## config.mk

```make
export PLATFORM = sky130hd
export DESIGN_NAME = integer_to_radix_ascii_core
export DESIGN_NICKNAME = d
export VERILOG_FILES = /design/src/sv/itra_pkg.sv /design/src/sv/itra_ram.sv /design/src/sv/itra_dp.sv /design/src/sv/itra_ctrl.sv /design/src/sv/integer_to_radix_ascii_core.sv
export VERILOG_INCLUDE_DIRS = /design/src /design/src/sv
export SDC_FILE = /design/constraint.sdc
export NUM_CORES = 1
export LEC_CHECK = 0
export BUFFER_PORTS_ARGS = -buffer_cell sky130_fd_sc_hd__buf_4
export CAP_MARGIN = 20
export CORE_MARGIN = 2
export CORE_UTILIZATION = 60
export DETAILED_ROUTE_END_ITERATION = 16
export GPL_ROUTABILITY_DRIVEN = 0
export PLACE_DENSITY = 0.78
export SLEW_MARGIN = 5
export SYNTH_ARGS = -nofsm -noshare
export SYNTH_HDL_FRONTEND = slang
export SYNTH_SLANG_ARGS = --single-unit
export TNS_END_PERCENT = 30
```

## constraint.sdc

```tcl
create_clock -name clk_i -period 6.1 [get_ports clk_i]
set_clock_uncertainty 0.05 [all_clocks]
set_input_delay 0.915 -clock clk_i [delete_from_list [all_inputs] [get_ports clk_i]]
set_output_delay 0.915 -clock clk_i [all_outputs]
set_load 0.005 [all_outputs]
```

## src/sv/integer_to_radix_ascii_core_macros.svh

```systemverilog
// Assertion macros shared by the integer-to-ASCII core
`ifndef INTEGER_TO_RADIX_ASCII_CORE_MACROS_SVH
`define INTEGER_TO_RADIX_ASCII_CORE_MACROS_SVH

// antecedent implies consequent in the same cycle
`define ITRA_ASSERT_IMP(label, ante, cons) \
  label: assert property (@(posedge clk_i) disable iff (!rst_ni) (ante) |-> (cons)) \
    else $error("itra assertion failed");

// antecedent implies consequent in the next cycle
`define ITRA_ASSERT_NXT(label, ante, cons) \
  label: assert property (@(posedge clk_i) disable iff (!rst_ni) (ante) |=> (cons)) \
    else $error("itra assertion failed");

`endif

```

## src/sv/itra_pkg.sv

```systemverilog
package itra_pkg;

  localparam int VALUE_WIDTH = 32;
  localparam int RADIX_W     = 6;
  localparam int CHAR_W      = 8;
  localparam int DIGIT_W     = 6;
  localparam int DEPTH       = VALUE_WIDTH;
  localparam int ADDR_W      = $clog2(DEPTH);
  localparam int BIT_W       = $clog2(VALUE_WIDTH);

  localparam logic [RADIX_W-1:0] RADIX_MIN = RADIX_W'(2);
  localparam logic [RADIX_W-1:0] RADIX_MAX = RADIX_W'(36);
  localparam logic [RADIX_W-1:0] DEC_RADIX = RADIX_W'(10);

  localparam logic [CHAR_W-1:0] CHAR_ZERO        = 8'd48;
  localparam logic [CHAR_W-1:0] CHAR_LETTER_BASE = 8'd87;
  localparam logic [CHAR_W-1:0] CHAR_MINUS       = 8'd45;
  localparam logic [CHAR_W-1:0] CHAR_NONE        = 8'd0;

  typedef enum logic [2:0] {
    ST_IDLE,
    ST_DIV,
    ST_STORE,
    ST_MINUS,
    ST_READ,
    ST_EMIT
  } state_e;

  typedef struct packed {
    logic load;
    logic div_step;
    logic store;
    logic emit_err;
    logic emit_minus;
    logic emit_digit;
  } cmd_t;

  typedef struct packed {
    logic radix_ok;
    logic div_last;
    logic q_zero;
    logic neg;
    logic rd_idx_zero;
  } sts_t;

  function automatic logic [CHAR_W-1:0] digit_char(logic [DIGIT_W-1:0] d);
    logic [CHAR_W-1:0] c;
    c = CHAR_W'(d);
    if (d < DIGIT_W'(DEC_RADIX)) begin
      return c + CHAR_ZERO;
    end
    return c + CHAR_LETTER_BASE;
  endfunction

endpackage

```

## src/sv/itra_ram.sv

```systemverilog
module itra_ram #(
  parameter int WIDTH = 8,
  parameter int DEPTH = 32
) (
  input  logic                     clk_i,
  input  logic                     we_i,
  input  logic [$clog2(DEPTH)-1:0] waddr_i,
  input  logic [WIDTH-1:0]         wdata_i,
  input  logic [$clog2(DEPTH)-1:0] raddr_i,
  output logic [WIDTH-1:0]         rdata_o
);

  logic [WIDTH-1:0] mem_q [DEPTH];

  always_ff @(posedge clk_i) begin
    if (we_i) begin
      mem_q[waddr_i] <= wdata_i;
    end
    rdata_o <= mem_q[raddr_i];
  end

endmodule

```

## src/sv/itra_dp.sv

```systemverilog
module itra_dp (
  input  logic                                clk_i,
  input  logic                                rst_ni,
  input  logic signed [itra_pkg::VALUE_WIDTH-1:0] value_i,
  input  logic [itra_pkg::RADIX_W-1:0]        radix_i,
  input  itra_pkg::cmd_t                      cmd_i,
  output itra_pkg::sts_t                      sts_o,
  output logic                                strobe_o,
  output logic [itra_pkg::CHAR_W-1:0]         char_code_o,
  output logic                                last_o,
  output logic                                bad_radix_o
);

  localparam int W = itra_pkg::VALUE_WIDTH;

  logic [W-1:0]                    q_q;
  logic [itra_pkg::RADIX_W-1:0]    rem_q;
  logic [itra_pkg::RADIX_W-1:0]    radix_q;
  logic                            neg_q;
  logic [itra_pkg::BIT_W-1:0]      bit_q;
  logic [itra_pkg::ADDR_W-1:0]     cnt_q;
  logic [itra_pkg::ADDR_W-1:0]     rd_idx_q;
  logic                            strobe_q;
  logic [itra_pkg::CHAR_W-1:0]     char_q;
  logic                            last_q;
  logic                            bad_q;

  logic [itra_pkg::RADIX_W:0]      rem_sh;
  logic                            ge;
  logic [itra_pkg::RADIX_W-1:0]    rem_d;
  logic                            neg_in;
  logic [itra_pkg::DIGIT_W-1:0]    rdata;

  // restoring division, one quotient bit per step
  always_comb begin
    rem_sh = {rem_q, q_q[W-1]};
    ge     = rem_sh >= {1'b0, radix_q};
    rem_d  = ge ? itra_pkg::RADIX_W'(rem_sh - {1'b0, radix_q})
                : itra_pkg::RADIX_W'(rem_sh);
    neg_in = (radix_i == itra_pkg::DEC_RADIX) && value_i[W-1];
  end

  itra_ram #(
    .WIDTH(itra_pkg::DIGIT_W),
    .DEPTH(itra_pkg::DEPTH)
  ) u_ram (
    .clk_i  (clk_i),
    .we_i   (cmd_i.store),
    .waddr_i(cnt_q),
    .wdata_i(rem_q),
    .raddr_i(rd_idx_q),
    .rdata_o(rdata)
  );

  always_ff @(posedge clk_i or negedge rst_ni) begin
    if (!rst_ni) begin
      bit_q    <= '0;
      cnt_q    <= '0;
      rd_idx_q <= '0;
      neg_q    <= 1'b0;
      strobe_q <= 1'b0;
    end else begin
      strobe_q <= cmd_i.emit_err | cmd_i.emit_minus | cmd_i.emit_digit;
      if (cmd_i.load) begin
        bit_q <= '0;
        cnt_q <= '0;
        neg_q <= neg_in;
      end
      if (cmd_i.div_step) begin
        bit_q <= bit_q + 1'b1;
      end
      if (cmd_i.store) begin
        bit_q <= '0;
        cnt_q <= cnt_q + 1'b1;
        if (q_q == '0) begin
          rd_idx_q <= cnt_q;
        end
      end
      if (cmd_i.emit_digit) begin
        rd_idx_q <= rd_idx_q - 1'b1;
      end
    end
  end

  always_ff @(posedge clk_i) begin
    if (cmd_i.load) begin
      q_q     <= neg_in ? W'(0 - value_i) : value_i;
      rem_q   <= '0;
      radix_q <= radix_i;
    end
    if (cmd_i.div_step) begin
      q_q   <= {q_q[W-2:0], ge};
      rem_q <= rem_d;
    end
    if (cmd_i.store) begin
      rem_q <= '0;
    end
    if (cmd_i.emit_err) begin
      char_q <= itra_pkg::CHAR_NONE;
      last_q <= 1'b1;
      bad_q  <= 1'b1;
    end
    if (cmd_i.emit_minus) begin
      char_q <= itra_pkg::CHAR_MINUS;
      last_q <= 1'b0;
      bad_q  <= 1'b0;
    end
    if (cmd_i.emit_digit) begin
      char_q <= itra_pkg::digit_char(rdata);
      last_q <= rd_idx_q == '0;
      bad_q  <= 1'b0;
    end
  end

  assign sts_o.radix_ok    = (radix_i >= itra_pkg::RADIX_MIN) &&
                             (radix_i <= itra_pkg::RADIX_MAX);
  assign sts_o.div_last    = bit_q == itra_pkg::BIT_W'(W - 1);
  assign sts_o.q_zero      = q_q == '0;
  assign sts_o.neg         = neg_q;
  assign sts_o.rd_idx_zero = rd_idx_q == '0;

  assign strobe_o    = strobe_q;
  assign char_code_o = char_q;
  assign last_o      = last_q;
  assign bad_radix_o = bad_q;

endmodule

```

## src/sv/itra_ctrl.sv

```systemverilog
`include "integer_to_radix_ascii_core_macros.svh"

module itra_ctrl (
  input  logic           clk_i,
  input  logic           rst_ni,
  input  logic           start_i,
  input  itra_pkg::sts_t sts_i,
  output itra_pkg::cmd_t cmd_o,
  output logic           busy_o
);

  itra_pkg::state_e state_q, state_d;

  always_ff @(posedge clk_i or negedge rst_ni) begin
    if (!rst_ni) begin
      state_q <= itra_pkg::ST_IDLE;
    end else begin
      state_q <= state_d;
    end
  end

  always_comb begin
    state_d = state_q;
    cmd_o   = '0;
    busy_o  = 1'b1;
    unique case (state_q)
      itra_pkg::ST_IDLE: begin
        busy_o = 1'b0;
        if (start_i) begin
          if (sts_i.radix_ok) begin
            cmd_o.load = 1'b1;
            state_d    = itra_pkg::ST_DIV;
          end else begin
            cmd_o.emit_err = 1'b1;
          end
        end
      end
      itra_pkg::ST_DIV: begin
        cmd_o.div_step = 1'b1;
        if (sts_i.div_last) begin
          state_d = itra_pkg::ST_STORE;
        end
      end
      itra_pkg::ST_STORE: begin
        cmd_o.store = 1'b1;
        if (!sts_i.q_zero) begin
          state_d = itra_pkg::ST_DIV;
        end else if (sts_i.neg) begin
          state_d = itra_pkg::ST_MINUS;
        end else begin
          state_d = itra_pkg::ST_READ;
        end
      end
      itra_pkg::ST_MINUS: begin
        cmd_o.emit_minus = 1'b1;
        state_d          = itra_pkg::ST_READ;
      end
      itra_pkg::ST_READ: begin
        state_d = itra_pkg::ST_EMIT;
      end
      itra_pkg::ST_EMIT: begin
        cmd_o.emit_digit = 1'b1;
        state_d = sts_i.rd_idx_zero ? itra_pkg::ST_IDLE : itra_pkg::ST_READ;
      end
      default: begin
        state_d = itra_pkg::ST_IDLE;
      end
    endcase
  end

  `ITRA_ASSERT_NXT(a_div_runs, (state_q == itra_pkg::ST_DIV) && !sts_i.div_last, state_q == itra_pkg::ST_DIV)
  `ITRA_ASSERT_NXT(a_last_digit_ends, cmd_o.emit_digit && sts_i.rd_idx_zero, state_q == itra_pkg::ST_IDLE)
  `ITRA_ASSERT_IMP(a_store_after_div, state_q == itra_pkg::ST_STORE, $past(state_q) == itra_pkg::ST_DIV)

endmodule

```

## src/sv/integer_to_radix_ascii_core.sv

```systemverilog
// Converts a signed 32-bit value to ASCII digits in radix 2 to 36, most significant
// first, one character per strobe_o pulse with last_o on the final one. Only a negative
// value in radix 10 gets a leading '-'; other radices print the unsigned bit pattern.
// A transaction is taken when start_i is high and busy_o is low. An invalid radix is
// answered by a single result (char 0, last and bad_radix set) in the next cycle and
// leaves busy_o low. A valid conversion keeps busy_o high until it emits its last digit:
// each digit comes from a 32-step restoring divider (one quotient bit per cycle) and is
// then stored in the digit memory; a '-' follows if needed, and each character waits in a
// read state for the registered read of the digit memory before it is emitted. Results are shown for
// exactly one cycle and the receiver cannot stall them; the last result may still be
// on the ports in the cycle a new transaction is taken.
module integer_to_radix_ascii_core (
  input  logic                                    clk_i,
  input  logic                                    rst_ni,
  input  logic                                    start_i,
  output logic                                    busy_o,
  input  logic signed [itra_pkg::VALUE_WIDTH-1:0] value_i,
  input  logic [itra_pkg::RADIX_W-1:0]            radix_i,
  output logic                                    strobe_o,
  output logic [itra_pkg::CHAR_W-1:0]             char_code_o,
  output logic                                    last_o,
  output logic                                    bad_radix_o
);

  itra_pkg::cmd_t cmd;
  itra_pkg::sts_t sts;

  itra_ctrl u_ctrl (
    .clk_i  (clk_i),
    .rst_ni (rst_ni),
    .start_i(start_i),
    .sts_i  (sts),
    .cmd_o  (cmd),
    .busy_o (busy_o)
  );

  itra_dp u_dp (
    .clk_i      (clk_i),
    .rst_ni     (rst_ni),
    .value_i    (value_i),
    .radix_i    (radix_i),
    .cmd_i      (cmd),
    .sts_o      (sts),
    .strobe_o   (strobe_o),
    .char_code_o(char_code_o),
    .last_o     (last_o),
    .bad_radix_o(bad_radix_o)
  );

endmodule
```

==> results of run 1 <==
==> worst paths after layout <==
kind / start / to / slack [ps] / cells after the start
worst min-delay path: rst_ni / u_dp.strobe_o$_DFF_PN0_ / 210 / 1
worst max-delay path: u_ctrl.state_q[2]$_DFFE_PN0P_ / u_dp.u_ram.mem_q[24][3]$_DFFE_PP_ / 2950 / 4
worst max register to register: u_ctrl.state_q[2]$_DFFE_PN0P_ / u_dp.u_ram.mem_q[24][3]$_DFFE_PP_ / 2950 / 4
min in group clk_i: u_dp.bad_radix_o$_SDFFE_PP0P_ / u_dp.bad_radix_o$_SDFFE_PP0P_ / 440 / 2
max in group asynchronous: rst_ni / u_dp.rd_idx_q[2]$_DFFE_PN0P_ / 5550 / 1
worst min register to register: u_dp.bad_radix_o$_SDFFE_PP0P_ / u_dp.bad_radix_o$_SDFFE_PP0P_ / 440 / 2
==> metrics by stage <==
step	instance area [µm²]	utilization (%)	worst slack (ps)	hold slack (ps)	total power [µW]
after floorplan	12100	-	2870	419	2050
after global placement	12800	63.8	3050	417	2090
after detailed placement	12800	63.8	2950	424	2090
after CTS	13700	68.4	2980	209	3740
after global routing	13700	68.4	2760	218	3820
final	13700	68.4	2950	212	3720
==> layer usage <==
layer	up-vias	track usage [%]	share of wire, %
li1	3475	-	-
met1	3691	33.4	42
met2	271	37.8	48
met3	61	3.72	6.7
met4	0	6.84	2.9
met5	-	0	0
==> critical path: cells and delay by family (launching register included) <==
| kind | cells | cell delay (ps) |
|---|---|---|
| and+or+nand+nor | 4 | 2160 |
| DFF | 1 | 550 |
==> area by class of cell <==
type                    instances  area (µm²)
flip-flops and latches        272        7940
fillers                      1384        6330
multi-input cells             538        3950
clock buffers                  32         714
repair buffers                 65         485
well taps                     270         338
clock inverters                18         195
inverters                      22        82.6
==> cells in the mapped netlist (all sizes together), types with 6 or more instances <==
master	n	area share (%)
edfxtp	239	59
o21ai	43	1.8
xor2	26	1.9
nand3	21	0.87
nor2	62	1.9
mux2i	51	4.2
buf	10	0.34
a22oi	24	1.5
nand2b	9	0.46
nor4	15	0.77
or3	12	0.63
ha	20	2.1
a211oi	9	0.56
nor2b	9	0.46
nand4	8	0.41
dfxtp	13	2.1
o31ai	10	0.62
xnor2	13	0.94
inv	22	0.68
clkbuf	32	0.99
a22o	6	0.43
a21oi	24	0.99
nor3	8	0.33
mux4	24	4.5
dfrtp	20	4.1
nand2	65	2.0
a31oi	10	0.52
o41ai	8	0.58
==> power by group through the flow <==
| stage | Sequential (µW) | Clock, µW | Combinational, µW |
|---|---|---|---|
| after floorplan | 2040 | 0 | 15.2 |
| after global placement | 2040 | 0 | 50.8 |
| after detailed placement | 2040 | 0 | 51.6 |
| after CTS | 2000 | 1690 | 51.8 |
| after global routing | 2000 | 1760 | 57.0 |
| final | 2000 | 1680 | 51.9 |
==> cell families after synthesis <==
kind of cell               share of synthesized area (%)
DFF                                                 65.4
and+or+nand+nor                                     9.68
buffers and inverters                               2.01
muxes                                               8.85
adders and majority gates                           2.23
xor gates and xnor gates                            2.82
AOI/OAI and AO/OA                                   8.97
==> registers in the layout, summed over array words and instances, names as in the netlist, 3 cells and up <==
signal / flops
u_ctrl.state_q: 3
u_dp.bit_q: 5
u_dp.char_code_o: 8
u_dp.cnt_q: 5
u_dp.q_q: 32
u_dp.radix_q: 6
u_dp.rd_idx_q: 5
u_dp.rem_q: 6
u_dp.u_ram.mem_q: 192
u_dp.u_ram.rdata_o: 6
==> metrics.csv, run 1 <==
metric,value,unit
status,"complete, no violations",
dieArea,21400,µm²
synthFlopType,edfxtp_1,
powerDensity,272,nW/µm²
grt_first_pass_wirelength,39300,µm
synth_cell_types,61,
drive_above_1_share,15.3,%
start_kind,flop,
finalCriticalPeriod,3150,ps
synth_edf_count,239,
synthArstFlopShare,7.35,%
criticalPathCategory,reg -> reg,
worstPathArrival,3260,ps
layout_commonest_cell,edfxtp_1,
clkTransAtPathRegs,60,ps
nets,988,
crit_top_cell,nor2_1,
overflow,0,
die_h,146,µm
fin_cells,1217,
cts.repair.resized,0,
finalHoldViolations,0,
setup_viol,0,
wl_per_cell,20.4,µm
hold_buffers,0,
grt_max_degree,61,
clk_latency,530,ps
io_buffers,52,
rsz0062_at_grt,false,
post-place-cells,1166,
cts-root-buf,clkbuf_16,
power_frac_comb,1.4,%
synth-seq-cells,272,
cts_tree,yes,
slew_headroom,36.0,%
peakVddDrop,0.000189,V
core,20000,µm²
worstPathRequired,6200,ps
crit_path_max_incr_delay,700,ps
avgSynthCellArea,13.9,µm²
p_leak,0.00465,µW
hold_class,in -> async,
dp_hpwl,16600,µm
ioPinCount,53,
netlist_area,12100,µm²
grt_antenna_before_repair,0,
vias,7498,
die_w,146,µm
cts_htree_levels,1,
tightestPinTransition,956,ps
initial_core_util,60.5,%
first_iter_violations,635,
drtAntennaViolNets,0,
vias_per_cell,6.16,
cp_max_fo,16,
cts_setup_buffers,0,
min_period_over_period,51.7,%
clock_sinks,272,
area_growth,13.0,%
crit_slowest_cell,nor2_1,
pwr-share-seq,53.6,%
wl,24800,µm
cts_buffers,27,
grt_pass1_vias,7240,
clockBufferDepth,3,
p_int,3030,µW
drc_errors,0,
fmax,0.317,GHz
layout_common_cells,"edfxtp_1 (239), nand2_1 (65), buf_4 (64), nor2_1 (62), mux2i_1 (51)",
switching_power,696,µW
antenna_cells,0,
crit_path_cell_trace,nand2b_1 -> nor2_1 -> nand2_1 -> nor2_1,
finalMaxSlewViolations,0,
syn_nets,936,
netlist_instances,874,
drtPass1Iterations,5,
switching_share,18.7,%
track_usage,23.4,%
crit_path_end_kind,flop,
maxCapViolCount,0,
pwr-share-clk,45.0,%
tns,0,ps
num_rows,52,
synth_warnings,0,
synth_seq_area_share,65.4,%
(Power assumes the default switching activity.)
==> run 2, diff against run 1 <==
--- a/config.mk
+++ b/config.mk
@@ -6,6 +6,7 @@
 export SDC_FILE = /design/constraint.sdc
 export NUM_CORES = 1
 export LEC_CHECK = 0
+export ABC_AREA = 1
 export BUFFER_PORTS_ARGS = -buffer_cell sky130_fd_sc_hd__buf_4
 export CAP_MARGIN = 20
 export CORE_MARGIN = 2
==> constraint.sdc (replaced) <==
create_clock -name clk_i -period 3.2 [get_ports clk_i]
set_clock_uncertainty 0.05 [all_clocks]
set_input_delay 0.48 -clock clk_i [delete_from_list [all_inputs] [get_ports clk_i]]
set_output_delay 0.48 -clock clk_i [all_outputs]
set_load 0.005 [all_outputs]
==> run 2 against run 1 <==
Critical path type unchanged. First-iteration DRC count up 98%. Clock power is 93% higher. Area after synthesis rose by 5.6%. Non-clock buffer count rose by 7. Highest routed layer unchanged. Sequential share of layout area decreased by 2.5 points. Cell area increased by 4.5%. Total power rose to 3.4 times the previous value. Clock-buffer cell count grew 10. Maximum frequency grew 29%. Critical path depth grew 1. Flip-flop and latch count did not move. Register-to-register slack worse by 2200 ps.
==> metrics.csv, run 2 <==
metric,value,unit
synth_most_common_cell,nand2_1,
io_buffers,52,
die_w,150,µm
largest_register_ffs,192,
grt_pass1_vias,8788,
synthFlopType,edfxtp_1,
maxCapViolCount,0,
criticalPathCategory,reg -> reg,
synth_simple_gate_area_share,19.1,%
synthMuxAreaShare,0.469,%
nets,1392,
min_period_over_period,76.3,%
cts_buffers,27,
synth_xor_area_share,1.23,%
p_leak,0.00548,µW
overflow,0,
cp_max_fo,9,
slew_headroom,55.6,%
avgSynthCellArea,9.99,µm²
clk_latency,560,ps
clkTransAtPathRegs,60,ps
fmax,0.409,GHz
num_rows,53,
die_h,150,µm
rrSetupSlack,760,ps
netlist_instances,1282,
dieArea,22500,µm²
ff2ff_path_depth,5,
synth_seq_area_share,62.0,%
worstPathArrival,2560,ps
hold_depth,1,
first_iter_violations,1259,
track_usage,26.6,%
synth_fa_ha_area_share,2.11,%
worstPathRequired,3320,ps
dp_hpwl,19400,µm
drc_errors,0,
synth_edf_count,239,
ioPinCount,53,
finalHoldViolations,0,
r2r_start,u_ctrl.state_q[2]$_DFFE_PN0P_,
synthArstFlopShare,7.35,%
area_growth,11.8,%
clock_sinks,272,
grt_first_pass_wirelength,46100,µm
holdPathEnd,u_dp.radix_q[4]$_DFFE_PP_,
crit_slowest_cell,nor2_1,
vias,9536,
status,"complete, no violations",
synth_compound_area_share,9.96,%
finalCoreUtilization,68.4,%
synth_cell_types,51,
hp-start,radix_i[4],
cts_htree_levels,1,
crit_path_end_kind,flop,
initial_core_util,61.1,%
powerDensity,878,nW/µm²
synth-seq-cells,272,
netlist_area,12800,µm²
setup_viol,0,
drtAntennaViolNets,0,
yosys.area.top_type,edfxtp_1,
vias_per_cell,5.86,
core,21000,µm²
synth_top_family_by_area,simple AND/OR/NAND/NOR gates,
ys_top_cells_by_count,"nand2_1 (259), edfxtp_1 (239), nor2_1 (222), o21ai_0 (118), inv_1 (88)",
synth_area_leaders,"edfxtp_1 (56%), nand2_1 (7.6%), nor2_1 (6.5%)",
rsz0062_at_grt,false,
start_kind,flop,
grt_max_degree,64,
synth.top_cell.area_share,56.0,%
layout_commonest_cell,nand2_1,
hold_class,in -> reg,
cts_setup_buffers,0,
cts-root-buf,clkbuf_16,
antenna_cells,0,
crit_path_cell_trace,nor2_1 -> nand2_1 -> inv_2 -> nand2_1 -> nor2_1,
clockBufferDepth,3,
cp-startpoint,u_ctrl.state_q[2]$_DFFE_PN0P_,
drtPass1Iterations,6,
peakVddDrop,0.000534,V
wl,29500,µm
wl_per_cell,18.2,µm
finalMaxSlewViolations,0,
synth_warnings,0,
tightestPinTransition,666,ps
grt_antenna_before_repair,0,
syn_nets,1344,
layout_common_cells,"nand2_1 (259), edfxtp_1 (239), nor2_1 (222), o21ai_0 (118), inv_1 (88)",
drive_above_1_share,10.3,%
finalCriticalPeriod,2440,ps
cts_tree,yes,
crit_path_max_incr_delay,550,ps
reg2reg_to,u_dp.u_ram.mem_q[22][2]$_DFFE_PP_,
largest-register,u_dp.u_ram.mem_q,
tns,0,ps
[run 2: kinds of logic (layout without fill, tap and decap cells)]
family,after synthesis,count (layout)
flip-flops,272,272
multiplexers,6,6
adder cells (fa/ha/maj),21,21
buffers and inverters,146,215
AO/OA/AOI/OAI,224,224
AND/OR/NAND/NOR,595,595
XOR/XNOR,18,18
[run 2: what timing repair did]
| item | in CTS | in global routing |
|---|---|---|
| hold buffers | 1 | 0 |
| hold endpoints to repair | 20 | 0 |
| resized for setup | 0 | 0 |
[run 2: worst max-delay path by stage]
stage                                   endpoint  depth (start not counted)
3_3_place_gp   u_dp.u_ram.mem_q[30][0]$_DFFE_PP_                          5
3_5_place_dp   u_dp.u_ram.mem_q[22][4]$_DFFE_PP_                          5
5_1_grt        u_dp.u_ram.mem_q[30][3]$_DFFE_PP_                          5
4_1_cts        u_dp.u_ram.mem_q[22][2]$_DFFE_PP_                          5
2_1_floorplan              u_dp.q_q[0]$_DFFE_PP_                          5
6_report       u_dp.u_ram.mem_q[22][2]$_DFFE_PP_                          5
[run 2: worst max-delay path, delay by kind of cell (launching register included)]
kind,cells,cell delay [ps]
and+or+nand+nor,4,1350
buffers and inverters,1,210
DFF,1,430
[run 2: through the flow]
| stage | area (µm²) | hold WS [ps] | worst slack, ps | power [µW] | std cells |
|---|---|---|---|---|---|
| after global routing | 14300 | 69.2 | 592 | 13300 | 1626 |
| final | 14300 | 89.1 | 757 | 12600 | 1626 |
| after global placement | 13400 | 330 | 923 | 9250 | 1575 |
| after floorplan | 12800 | 134 | 934 | 7970 | 1282 |
| after CTS | 14300 | 71.9 | 789 | 12600 | 1626 |
| after detailed placement | 13400 | 332 | 824 | 9310 | 1575 |
[run 2: final cells by class]
class | instances | area, µm²
clock buffer | 42 | 855
clock inverter | 8 | 85.1
fill | 1547 | 6630
inverter | 93 | 349
multi-input combinational | 864 | 4210
sequential | 272 | 7940
tap | 275 | 344
timing repair buffer | 72 | 543
[run 2: report_power, final]
group / switching [µW] / leakage, µW / internal, µW
Clock: 1310 / 0.000462 / 1930
Sequential: 338 / 0.00257 / 4830
Combinational: 2950 / 0.00245 / 1220
[run 2: per-layer routing]
metal	vias to the layer above	track usage (%)	routed length, µm
li1	4512	-	-
met4	0	10.1	1090
met1	4404	38.5	12200
met5	-	0	0
met3	86	4.30	3020
met2	534	40.8	13200
